==> config.mk <==
export PLATFORM = sky130hd
export DESIGN_NAME = led_matrix_rect_fill_and_scanout_unit
export DESIGN_NICKNAME = d
export VERILOG_FILES = /design/src/lmrf_pkg.sv /design/src/lmrf_store.sv /design/src/led_matrix_rect_fill_and_scanout_unit.sv
export SDC_FILE = /design/constraint.sdc
export NUM_CORES = 2
export LEC_CHECK = 0
export BUFFER_PORTS_ARGS = -buffer_cell sky130_fd_sc_hd__clkbuf_2
export CAP_MARGIN = 40
export CORE_UTILIZATION = 57
export DETAILED_ROUTE_END_ITERATION = 10
export PLACE_DENSITY_LB_ADDON = 0.1
export SETUP_SLACK_MARGIN = 0.5
export SLEW_MARGIN = 20
export SYNTH_ARGS = -nofsm -noshare
export SYNTH_HDL_FRONTEND = slang
export SYNTH_SLANG_ARGS = --single-unit
==> constraint.sdc <==
create_clock -name clk -period 5.3 [get_ports clk]
set_input_delay 0 -clock clk [delete_from_list [all_inputs] [get_ports clk]]
set_output_delay 0 -clock clk [all_outputs]
set_load 0.005 [all_outputs]
==> src/lmrf_pkg.sv <==
package lmrf_pkg;

    localparam int COLS   = 8;
    localparam int ROWS   = 8;
    localparam int NPIX   = COLS * ROWS;
    localparam int COL_W  = (COLS > 1) ? $clog2(COLS) : 1;
    localparam int ROW_W  = (ROWS > 1) ? $clog2(ROWS) : 1;
    localparam int ADDR_W = (NPIX > 1) ? $clog2(NPIX) : 1;

    typedef logic [23:0] pixel_t;

    typedef enum logic [1:0] {
        OP_CLEAR   = 2'd0,
        OP_RECT    = 2'd1,
        OP_PIXEL   = 2'd2,
        OP_REFRESH = 2'd3
    } opcode_t;

    typedef enum logic [1:0] {
        STAT_OK    = 2'd0,
        STAT_RANGE = 2'd1,
        STAT_SIZE  = 2'd2
    } status_t;

    typedef enum logic [2:0] {
        S_IDLE,
        S_FILL,
        S_DONE,
        S_SCAN_RD,
        S_SCAN_LD
    } state_t;

    // write port bundle from the sequencer to the frame store
    typedef struct packed {
        logic              en;
        logic [ADDR_W-1:0] addr;
        pixel_t            data;
    } store_wr_t;

endpackage

==> src/lmrf_store.sv <==
// Frame store: one write port, one registered read port.
// Per-entry valid bits give the all-dark reset without a clearing pass.
module lmrf_store
(
    input  logic                       clk,
    input  logic                       rst_n,
    input  lmrf_pkg::store_wr_t        wr,
    input  logic                       rd_en,
    input  logic [lmrf_pkg::ADDR_W-1:0] rd_addr,
    output lmrf_pkg::pixel_t           rd_data
);

    lmrf_pkg::pixel_t            mem [lmrf_pkg::NPIX];
    logic [lmrf_pkg::NPIX-1:0]   vld_reg;
    lmrf_pkg::pixel_t            rd_q_reg;
    logic                        rd_vld_reg;

    always_ff @(posedge clk)
    begin
        if (wr.en)
        begin
            mem[wr.addr] <= wr.data;
        end
        if (rd_en)
        begin
            rd_q_reg <= mem[rd_addr];
        end
    end

    always_ff @(posedge clk or negedge rst_n)
    begin
        if (!rst_n)
        begin
            vld_reg    <= '0;
            rd_vld_reg <= 1'b0;
        end
        else
        begin
            if (wr.en)
            begin
                vld_reg[wr.addr] <= 1'b1;
            end
            if (rd_en)
            begin
                rd_vld_reg <= vld_reg[rd_addr];
            end
        end
    end

    // never-written entries read as dark
    assign rd_data = rd_vld_reg ? rd_q_reg : '0;

endmodule

==> src/led_matrix_rect_fill_and_scanout_unit.sv <==
// A range or size error answers at the accept edge, which registers out_valid.
// Clear writes COLS*ROWS pixels, rect fill its clipped area, set pixel one, each one
// pixel per cycle through the store write port, then the done state posts the status.
// Refresh: a first read state, then one pixel per cycle (COLS*ROWS results) as
// the registered read port of the store allows, slower if the output stalls.
// Reset: asynchronous active-low; control clears, store reads back all dark.
module led_matrix_rect_fill_and_scanout_unit
(
    input  logic        clk,
    input  logic        rst_n,
    input  logic        in_valid,
    output logic        in_ready,
    input  logic [1:0]  opcode,
    input  logic [7:0]  pos_x,
    input  logic [7:0]  pos_y,
    input  logic [7:0]  rect_width,
    input  logic [7:0]  rect_height,
    input  logic [7:0]  red,
    input  logic [7:0]  green,
    input  logic [7:0]  blue,
    output logic        out_valid,
    input  logic        out_ready,
    output logic [1:0]  status,
    output logic [23:0] pixel_grb,
    output logic        last
);

    localparam int COL_W  = lmrf_pkg::COL_W;
    localparam int ROW_W  = lmrf_pkg::ROW_W;
    localparam int ADDR_W = lmrf_pkg::ADDR_W;

    // sequencer state
    lmrf_pkg::state_t state_reg, state_next;

    // fill walker: current pixel, row start column and inclusive end corner
    logic [COL_W-1:0]  x_reg, x_next;
    logic [COL_W-1:0]  x0_reg, x0_next;
    logic [COL_W-1:0]  xlast_reg, xlast_next;
    logic [ROW_W-1:0]  y_reg, y_next;
    logic [ROW_W-1:0]  ylast_reg, ylast_next;
    lmrf_pkg::pixel_t  colour_reg, colour_next;

    // scan-out address
    logic [ADDR_W-1:0] scan_addr_reg, scan_addr_next;

    // output register (the skid stage towards the consumer)
    logic              out_valid_reg, out_valid_next;
    logic [1:0]        status_reg, status_next;
    lmrf_pkg::pixel_t  pixel_reg, pixel_next;
    logic              last_reg, last_next;

    // store interface
    lmrf_pkg::store_wr_t wr;
    logic                rd_en;
    logic [ADDR_W-1:0]   rd_addr;
    lmrf_pkg::pixel_t    rd_data;

    // decode of the incoming request
    logic              accept;
    logic              slot_free;
    logic              pos_bad;
    logic              size_bad;
    logic [8:0]        x_sum;
    logic [8:0]        y_sum;
    logic [COL_W-1:0]  rect_xlast;
    logic [ROW_W-1:0]  rect_ylast;
    logic              fill_end;
    logic              scan_end;

    lmrf_store u_store
    (
        .clk     (clk),
        .rst_n   (rst_n),
        .wr      (wr),
        .rd_en   (rd_en),
        .rd_addr (rd_addr),
        .rd_data (rd_data)
    );

    // The output slot can take a new result when empty or being drained now.
    assign slot_free = !out_valid_reg || out_ready;
    assign in_ready  = (state_reg == lmrf_pkg::S_IDLE) && slot_free;
    assign accept    = in_valid && in_ready;

    assign pos_bad  = (pos_x >= 8'(lmrf_pkg::COLS)) || (pos_y >= 8'(lmrf_pkg::ROWS));
    assign size_bad = (rect_width == 8'd0) || (rect_height == 8'd0);

    // Clip the rectangle at the right and bottom edges; the end corner is inclusive.
    assign x_sum = {1'b0, pos_x} + {1'b0, rect_width};
    assign y_sum = {1'b0, pos_y} + {1'b0, rect_height};
    assign rect_xlast = (x_sum >= 9'(lmrf_pkg::COLS)) ? COL_W'(lmrf_pkg::COLS - 1)
                                                      : COL_W'(x_sum - 9'd1);
    assign rect_ylast = (y_sum >= 9'(lmrf_pkg::ROWS)) ? ROW_W'(lmrf_pkg::ROWS - 1)
                                                      : ROW_W'(y_sum - 9'd1);

    assign fill_end = (x_reg == xlast_reg) && (y_reg == ylast_reg);
    assign scan_end = (scan_addr_reg == ADDR_W'(lmrf_pkg::NPIX - 1));

    // next state
    always_comb
    begin
        state_next = state_reg;
        case (state_reg)
            lmrf_pkg::S_IDLE:
            begin
                if (accept)
                begin
                    case (lmrf_pkg::opcode_t'(opcode))
                        lmrf_pkg::OP_CLEAR:
                        begin
                            state_next = lmrf_pkg::S_FILL;
                        end
                        lmrf_pkg::OP_RECT:
                        begin
                            if (!pos_bad && !size_bad)
                            begin
                                state_next = lmrf_pkg::S_FILL;
                            end
                        end
                        lmrf_pkg::OP_PIXEL:
                        begin
                            if (!pos_bad)
                            begin
                                state_next = lmrf_pkg::S_FILL;
                            end
                        end
                        default:
                        begin
                            state_next = lmrf_pkg::S_SCAN_RD;
                        end
                    endcase
                end
            end
            lmrf_pkg::S_FILL:
            begin
                if (fill_end)
                begin
                    state_next = lmrf_pkg::S_DONE;
                end
            end
            lmrf_pkg::S_DONE:
            begin
                if (slot_free)
                begin
                    state_next = lmrf_pkg::S_IDLE;
                end
            end
            lmrf_pkg::S_SCAN_RD:
            begin
                state_next = lmrf_pkg::S_SCAN_LD;
            end
            lmrf_pkg::S_SCAN_LD:
            begin
                if (slot_free && scan_end)
                begin
                    state_next = lmrf_pkg::S_IDLE;
                end
            end
            default:
            begin
                state_next = lmrf_pkg::S_IDLE;
            end
        endcase
    end

    // datapath and outputs
    always_comb
    begin
        x_next         = x_reg;
        x0_next        = x0_reg;
        xlast_next     = xlast_reg;
        y_next         = y_reg;
        ylast_next     = ylast_reg;
        colour_next    = colour_reg;
        scan_addr_next = scan_addr_reg;
        out_valid_next = out_valid_reg && !out_ready;
        status_next    = status_reg;
        pixel_next     = pixel_reg;
        last_next      = last_reg;
        wr.en          = 1'b0;
        wr.addr        = ADDR_W'(int'(y_reg) * lmrf_pkg::COLS + int'(x_reg));
        wr.data        = colour_reg;
        rd_en          = 1'b0;
        rd_addr        = scan_addr_reg;

        case (state_reg)
            lmrf_pkg::S_IDLE:
            begin
                if (accept)
                begin
                    colour_next    = {green, red, blue};
                    scan_addr_next = '0;
                    case (lmrf_pkg::opcode_t'(opcode))
                        lmrf_pkg::OP_CLEAR:
                        begin
                            x_next     = '0;
                            x0_next    = '0;
                            y_next     = '0;
                            xlast_next = COL_W'(lmrf_pkg::COLS - 1);
                            ylast_next = ROW_W'(lmrf_pkg::ROWS - 1);
                        end
                        lmrf_pkg::OP_RECT:
                        begin
                            x_next     = pos_x[COL_W-1:0];
                            x0_next    = pos_x[COL_W-1:0];
                            y_next     = pos_y[ROW_W-1:0];
                            xlast_next = rect_xlast;
                            ylast_next = rect_ylast;
                            if (pos_bad || size_bad)
                            begin
                                // position error takes precedence over size
                                out_valid_next = 1'b1;
                                status_next    = pos_bad ? lmrf_pkg::STAT_RANGE
                                                         : lmrf_pkg::STAT_SIZE;
                                pixel_next     = '0;
                                last_next      = 1'b1;
                            end
                        end
                        lmrf_pkg::OP_PIXEL:
                        begin
                            x_next     = pos_x[COL_W-1:0];
                            x0_next    = pos_x[COL_W-1:0];
                            y_next     = pos_y[ROW_W-1:0];
                            xlast_next = pos_x[COL_W-1:0];
                            ylast_next = pos_y[ROW_W-1:0];
                            if (pos_bad)
                            begin
                                out_valid_next = 1'b1;
                                status_next    = lmrf_pkg::STAT_RANGE;
                                pixel_next     = '0;
                                last_next      = 1'b1;
                            end
                        end
                        default:
                        begin
                        end
                    endcase
                end
            end
            lmrf_pkg::S_FILL:
            begin
                // one pixel per cycle, row-major walk over the clipped area
                wr.en = 1'b1;
                if (!fill_end)
                begin
                    if (x_reg == xlast_reg)
                    begin
                        x_next = x0_reg;
                        y_next = y_reg + ROW_W'(1);
                    end
                    else
                    begin
                        x_next = x_reg + COL_W'(1);
                    end
                end
            end
            lmrf_pkg::S_DONE:
            begin
                if (slot_free)
                begin
                    out_valid_next = 1'b1;
                    status_next    = lmrf_pkg::STAT_OK;
                    pixel_next     = '0;
                    last_next      = 1'b1;
                end
            end
            lmrf_pkg::S_SCAN_RD:
            begin
                rd_en = 1'b1;
            end
            lmrf_pkg::S_SCAN_LD:
            begin
                // read data holds until the slot frees; next read issued on load
                if (slot_free)
                begin
                    out_valid_next = 1'b1;
                    status_next    = lmrf_pkg::STAT_OK;
                    pixel_next     = rd_data;
                    last_next      = scan_end;
                    if (!scan_end)
                    begin
                        scan_addr_next = scan_addr_reg + ADDR_W'(1);
                        rd_en          = 1'b1;
                        rd_addr        = scan_addr_reg + ADDR_W'(1);
                    end
                end
            end
            default:
            begin
            end
        endcase
    end

    always_ff @(posedge clk or negedge rst_n)
    begin
        if (!rst_n)
        begin
            state_reg     <= lmrf_pkg::S_IDLE;
            out_valid_reg <= 1'b0;
        end
        else
        begin
            state_reg     <= state_next;
            out_valid_reg <= out_valid_next;
        end
    end

    always_ff @(posedge clk)
    begin
        x_reg         <= x_next;
        x0_reg        <= x0_next;
        xlast_reg     <= xlast_next;
        y_reg         <= y_next;
        ylast_reg     <= ylast_next;
        colour_reg    <= colour_next;
        scan_addr_reg <= scan_addr_next;
        status_reg    <= status_next;
        pixel_reg     <= pixel_next;
        last_reg      <= last_next;
    end

    assign out_valid = out_valid_reg;
    assign status    = status_reg;
    assign pixel_grb = pixel_reg;
    assign last      = last_reg;

endmodule

# Word-level counts from Yosys, hierarchy flattened

Memory sizes are Yosys's and may differ from the RTL's. A register that Yosys moved wholly into a read port is not among the register bits.
Index checks and enable logic that the tools add are counted.

Muxes and demuxes: 65
Bitwise operators: 1
Equality and inequality tests: 23
Order comparisons: 7
$add $sub $neg: 8
Reduce and logical (&&, ||, !) cells: 36

Operators by type and width:

| operator                                                           | number |
|---|---|
| 2-to-1 mux 24 bit                                                  | 6 |
| one-hot mux 24 bit (3 select lines)                                | 1 |
| bitwise OR 64 bit                                                  | 1 |
| one-hot mux 24 bit (2 select lines)                                | 1 |
| 2-to-1 mux 3 bit                                                   | 14 |
| one-hot mux 3 bit (3 select lines)                                 | 3 |
| 2-to-1 mux 6 bit                                                   | 4 |
| one-hot mux 3 bit (2 select lines)                                 | 4 |
| adder 8 x 8 -> 9 bit                                               | 2 |
| greater-or-equal comparator 9 x 4 -> 1 bit (second input constant) | 2 |
| greater-or-equal comparator 8 x 4 -> 1 bit (second input constant) | 2 |
| zero test 8 bit                                                    | 2 |
| 2-to-1 mux 1 bit                                                   | 16 |
| one-hot mux 3 bit (5 select lines)                                 | 1 |
| less-than comparator 6 x 7 -> 1 bit (second input constant)        | 2 |
| != test 2 bit (second input constant)                              | 7 |
| != test 3 bit (second input constant)                              | 4 |
| one-hot mux 6 bit (2 select lines)                                 | 1 |
| AND reduction 6 bit                                                | 2 |
| 2-to-1 mux 2 bit                                                   | 5 |
| one-hot mux 1 bit (2 select lines)                                 | 4 |
| one-hot mux 2 bit (2 select lines)                                 | 2 |
| nonzero test 2 bit                                                 | 4 |
| logical AND 1 bit                                                  | 7 |
| other kinds (29)                                                   | 43 |

RAM bits: 1,536
Bits of input ports: 62
Register bits: 141
Word-level logic and storage cells: 155
Output and inout bits: 29
Memories kept: 1

Memories:

| memory      | words | width | read ports | clocked after Yosys merged registers in | wr ports | RTL line         | text |
|---|---|---|---|---|---|---|---|
| u_store.mem | 64    | 24    | 1          | 1                                       | 1        | lmrf_store.sv:13 | `lmrf_pkg::pixel_t mem [lmrf_pkg::NPIX];` |

# Depth between registers and ports, before layout

Depth in word-level cells: 8
Mapped depth: 13
Mapped depth without buffers: 10

# Hierarchy

A second synthesis with hierarchy kept.

Cells, all modules: 2,941
Area, all modules: 66,186.0 um^2

By module, submodules not included:

| module                                | cells an instance | sequential area each (um^2) | instances | area an instance (um^2) |
|---|---|---|---|---|
| lmrf_store                            | 2,558             | 48,471.5                    | 1         | 61,921.9 |
| led_matrix_rect_fill_and_scanout_unit | 383               | 2,262.2                     | 1         | 4,264.1 |

# Worst setup path after synthesis

OpenSTA, ideal clock, no wires.

Path kind: register to register
From: register out_valid_reg (netlist: out_valid)
To: register last_reg (netlist: last), enable pin
Setup time: 0.544 ns
Data arrival time: 4.797 ns
Path slack: -0.041 ns
Data required time: 4.756 ns
Stages on the path, launching flop included: 4
Cells stage by stage: dfrtp_1 > nor2b_1 > clkbuf_1 > a2111oi_0

Cells in the longest elaborated chain, start to end: 6
Elaborated cells between the ends (all ways): 8
Classes of those cells: eq/ne (3); reduce/logical (5)

RTL lines:

| element                                  | RTL line                                     | text |
|---|---|---|
| from (decl)                              | led_matrix_rect_fill_and_scanout_unit.sv:47  | `logic out_valid_reg, out_valid_next;` |
| from (signal assigned)                   | led_matrix_rect_fill_and_scanout_unit.sv:304 | `out_valid_reg <= out_valid_next;` |
| zero test 1 bit (*)                      | led_matrix_rect_fill_and_scanout_unit.sv:81  | `assign slot_free = !out_valid_reg \|\| out_ready;` |
| logical OR 1 bit (*)                     | led_matrix_rect_fill_and_scanout_unit.sv:81  |  |
| logical AND 1 bit                        | led_matrix_rect_fill_and_scanout_unit.sv:82  | `assign in_ready = (state_reg == lmrf_pkg::S_IDLE) && slot_free;` |
| logical AND 1 bit                        | led_matrix_rect_fill_and_scanout_unit.sv:83  | `assign accept = in_valid && in_ready;` |
| != test 2 bit (no source line)           | n/a                                          |  |
| AND reduction 7 bit (no source line) (*) | n/a                                          |  |
| to (signal assigned)                     | led_matrix_rect_fill_and_scanout_unit.sv:319 | `last_reg <= last_next;` |
| to (decl)                                | led_matrix_rect_fill_and_scanout_unit.sv:50  | `logic last_reg, last_next;` |

Every way passes the cells marked *; elsewhere a longest branch is shown, timed or not.
A chain may end at the register's enable or synchronous reset.

# Worst setup path in the final report

From: register scan_addr_reg[0]
To: register u_store.rd_q_reg[0], read port of u_store.mem (data pin)

Cells in the longest elaborated chain, start to end: 4
Elaborated cells between the ends (all ways): 8
Classes of those cells: add/sub (1); eq/ne (1); mux (6)

RTL lines:

| element                                                                | RTL line                                                                                  | text |
|---|---|---|
| from (decl)                                                            | led_matrix_rect_fill_and_scanout_unit.sv:44                                               | `logic [ADDR_W-1:0] scan_addr_reg, scan_addr_next;` |
| from (signal assigned)                                                 | led_matrix_rect_fill_and_scanout_unit.sv:316                                              | `scan_addr_reg <= scan_addr_next;` |
| adder 6 x 1 -> 6 bit or equality test 6 bit (tied branches)            | led_matrix_rect_fill_and_scanout_unit.sv:284, led_matrix_rect_fill_and_scanout_unit.sv:97 |  |
| 2-to-1 mux 6 bit or 2-to-1 mux 1 bit (tied branches) (2 in series)     | n/a                                                                                       |  |
| 2-to-1 mux 6 bit or one-hot mux 1 bit (2 select lines) (tied branches) | led_matrix_rect_fill_and_scanout_unit.sv:186                                              | `case (state_reg)` |
| to (decl)                                                              | lmrf_store.sv:15                                                                          | `lmrf_pkg::pixel_t rd_q_reg;` |

Several ways; a longest one is shown, not always the timed one.

==> results.yml <==
synthesis:
  yosys_warnings: 0
  synth_edf_count: 1632
  ys_ff_latch: 1701
  yosysUniqueCellTypes: 54
  syn_inst: 4924
  netlist_area_um2: 66700
  synthArstFlopShare: 0.0406
  syn_avg_cell_area_um2: 13.5
  synth_nets: 5016
  yosysSeqAreaShare: 0.761
  synth-main-ff-cell: "edfxtp_1"
place:
  portBuffers: 90
  gp_congestion: 0.857
  dpl_cell_area_um2: 69800
  place_ws_ps: 937
  hpwlAfterDp_um: 104000
global_route:
  gr-usage-met3: 0.0707
  track_usage: 0.321
  grt_busiest_layer: "met2"
  grt_start_max_net_pins: 127
  antenna_found_initial: 18
  grt_pass1_vias: 40824
  use_met2: 0.485
  globalRouteMet1Util: 0.461
  grt_first_pass_wirelength_um: 274000
  overflow: 0
setup_path:
  critPathKind: "reg -> reg"
  crit_required_ps: 5910
  worstPathMaxFanout: 82
  worstSetupStartpointType: "flop"
  crit_path_end_kind: "flop"
  cp.arrival_ps: 4970
timing:
  min_period_ps: 4360
  worst_pin_slew_ps: 935
  worst_slack_ps: 937
  max_slew_margin: 0.377
  finalSetupViolations: 0
  slew_viol_final: 0
  fin_crit_sh: 0.823
  worst_clock_skew_ps: 29.2
  hold_viol: 0
  rsz0062_at_grt: "false"
  fmax_ghz: 0.229
  fin_tns_setup_ps: 0
power_and_ir_drop:
  leakagePower_nw: 26.2
  powerDensity_nw_per_um2: 477
  ir_worst_vdd_mv: 0.372
  power_mw: 36.3
floorplanning:
  coreArea_um2: 116000
  dieArea_um2: 118000
  start_util: 0.575
  die_height_um: 344
  num_rows: 125
  die_w_um: 344
  ios: 91
finish:
  final_common_cell: "edfxtp_1"
  final_cell_mix: "1632 x edfxtp_1, 1435 x nand2_1, 612 x nand3_1, 176 x clkbuf_16, 155 x buf_4"
  regArea_um2: 50700
  nNetsFinal: 5264
  largest_reg_flops: 1536
  multi_input_area_um2: 14800
  fill_cells: 8368
  drive_gt1_frac: 0.125
  final_util: 0.656
  finalInstanceArea_um2: 76100
  syn_to_final_growth_pct: 14.2
routing:
  antenna_left: 0
  via_per_inst: 6.23
  firstDrtPassIters: 6
  drc: 0
  wirelength_um: 189000
  drt_iter0_drc: 5814
  vias: 42648
  drt-wirelength-per-cell_um: 27.7
clock_network:
  cts_resized: 0
  htreeDepth: 4
  path_clk_slew_ps: 70
  cts.path.max_buffers: 3
  cts_tree: "built"
  root_buffer: "clkbuf_16"
  numCtsBuffers: 169
  insertion_delay_ps: 770
  clock-sinks: 1701
outcome:
  status: "complete, no violations"
min_path:
  hp-class: "in -> reg"
flow_run:
  drv_cap: 0
==> timing repair <==
action,CTS,global route
endpoints found under the hold margin,134,0
hold buffers,84,0
buffers inserted,0,0
==> synthesized netlist by cell type (3+ instances only) <==
library cell	n	share of area
nor2_1	92	0.0052
a31oi_1	104	0.0098
ha_1	28	0.0053
inv_1	21	0.0012
dfrtp_1	69	0.026
clkbuf_1	107	0.0060
buf_2	148	0.011
mux2i_1	108	0.016
and3_1	26	0.0024
nor2b_1	5	0.00047
a21oi_1	106	0.0080
buf_1	30	0.0017
and2_1	3	0.00028
o21ai_0	16	0.0012
edfxtp_1	1632	0.73
nand3_1	612	0.046
nand2_1	1435	0.081
or2_2	64	0.0060
xnor2_1	10	0.0013
buf_4	8	0.00090
nor4_1	11	0.0010
nand4_1	105	0.0099
nand3b_1	4	0.00045
nor3_1	6	0.00045
a32oi_1	104	0.014
and4_1	25	0.0033
o211ai_1	3	0.00034
xor2_1	7	0.00092
==> area by class of cell <==
class,instances,share of cell area
sequential,1701,0.666
multi-input combinational,2907,0.194
clock buffer,225,0.0615
timing repair buffer,372,0.0431
tap,1524,0.0250
clock inverter,81,0.00837
inverter,21,0.00104
antenna,10,0.000329
==> where the power goes <==
part	total [mW]	leakage, nW	internal [mW]	switching (mW)
combinational	8.12	8.05	2.21	5.91
sequential	16.6	15.6	16.2	0.393
clock	11.6	2.62	6.62	4.96
==> worst paths after layout <==
kind,from,endpoint,slack (ps),cells past startpoint
setup / recovery,scan_addr_reg[0]$_SDFFCE_PN0P_,u_store.rd_q_reg[0]$_DFFE_PP_,940,12
setup reg to reg,scan_addr_reg[0]$_SDFFCE_PN0P_,u_store.rd_q_reg[0]$_DFFE_PP_,940,12
hold reg to reg,u_store.vld_reg[43]$_DFFE_PN0P_,u_store.vld_reg[43]$_DFFE_PN0P_,460,1
max in group asynchronous,rst_n,u_store.vld_reg[61]$_DFFE_PN0P_,4010,5
min in group asynchronous,rst_n,u_store.vld_reg[35]$_DFFE_PN0P_,240,3
hold / removal,out_ready,scan_addr_reg[1]$_SDFFCE_PN0P_,100,4
==> cell families after synthesis <==
kind of cell / synth area share
simple gates: 0.158
xor+xnor: 0.00248
fa+ha+maj: 0.00585
compound gates: 0.0358
buf+inv: 0.0212
flops: 0.761
mux: 0.0162
==> stage by stage <==
stage,cells,hold slack (ps)
3_5_place_dp,6432,-170
6_report,6841,95.2
4_1_cts,6822,50.3
3_3_place_gp,6419,-171
2_1_floorplan,4924,-296
5_1_grt,6831,115
==> critical path, cell delays in order, from the launching register on <==
cell      delay (ps)
edfxtp_1         590
ha_1             390
nand3_2          160
o211ai_4         330
xor2_4           290
buf_12           200
buf_12           340
buf_4            260
nand2_1           70
a32oi_1          230
a31oi_1          230
a21oi_1          780
and4_1           320
==> per-layer routing <==
metal / part of all wire / wire, um
met1: 0.40 / 76200
met2: 0.46 / 86600
met3: 0.11 / 20500
met4: 0.031 / 5950
met5: 0.00058 / 109
Note: power is estimated with default switching activity, not from simulation.
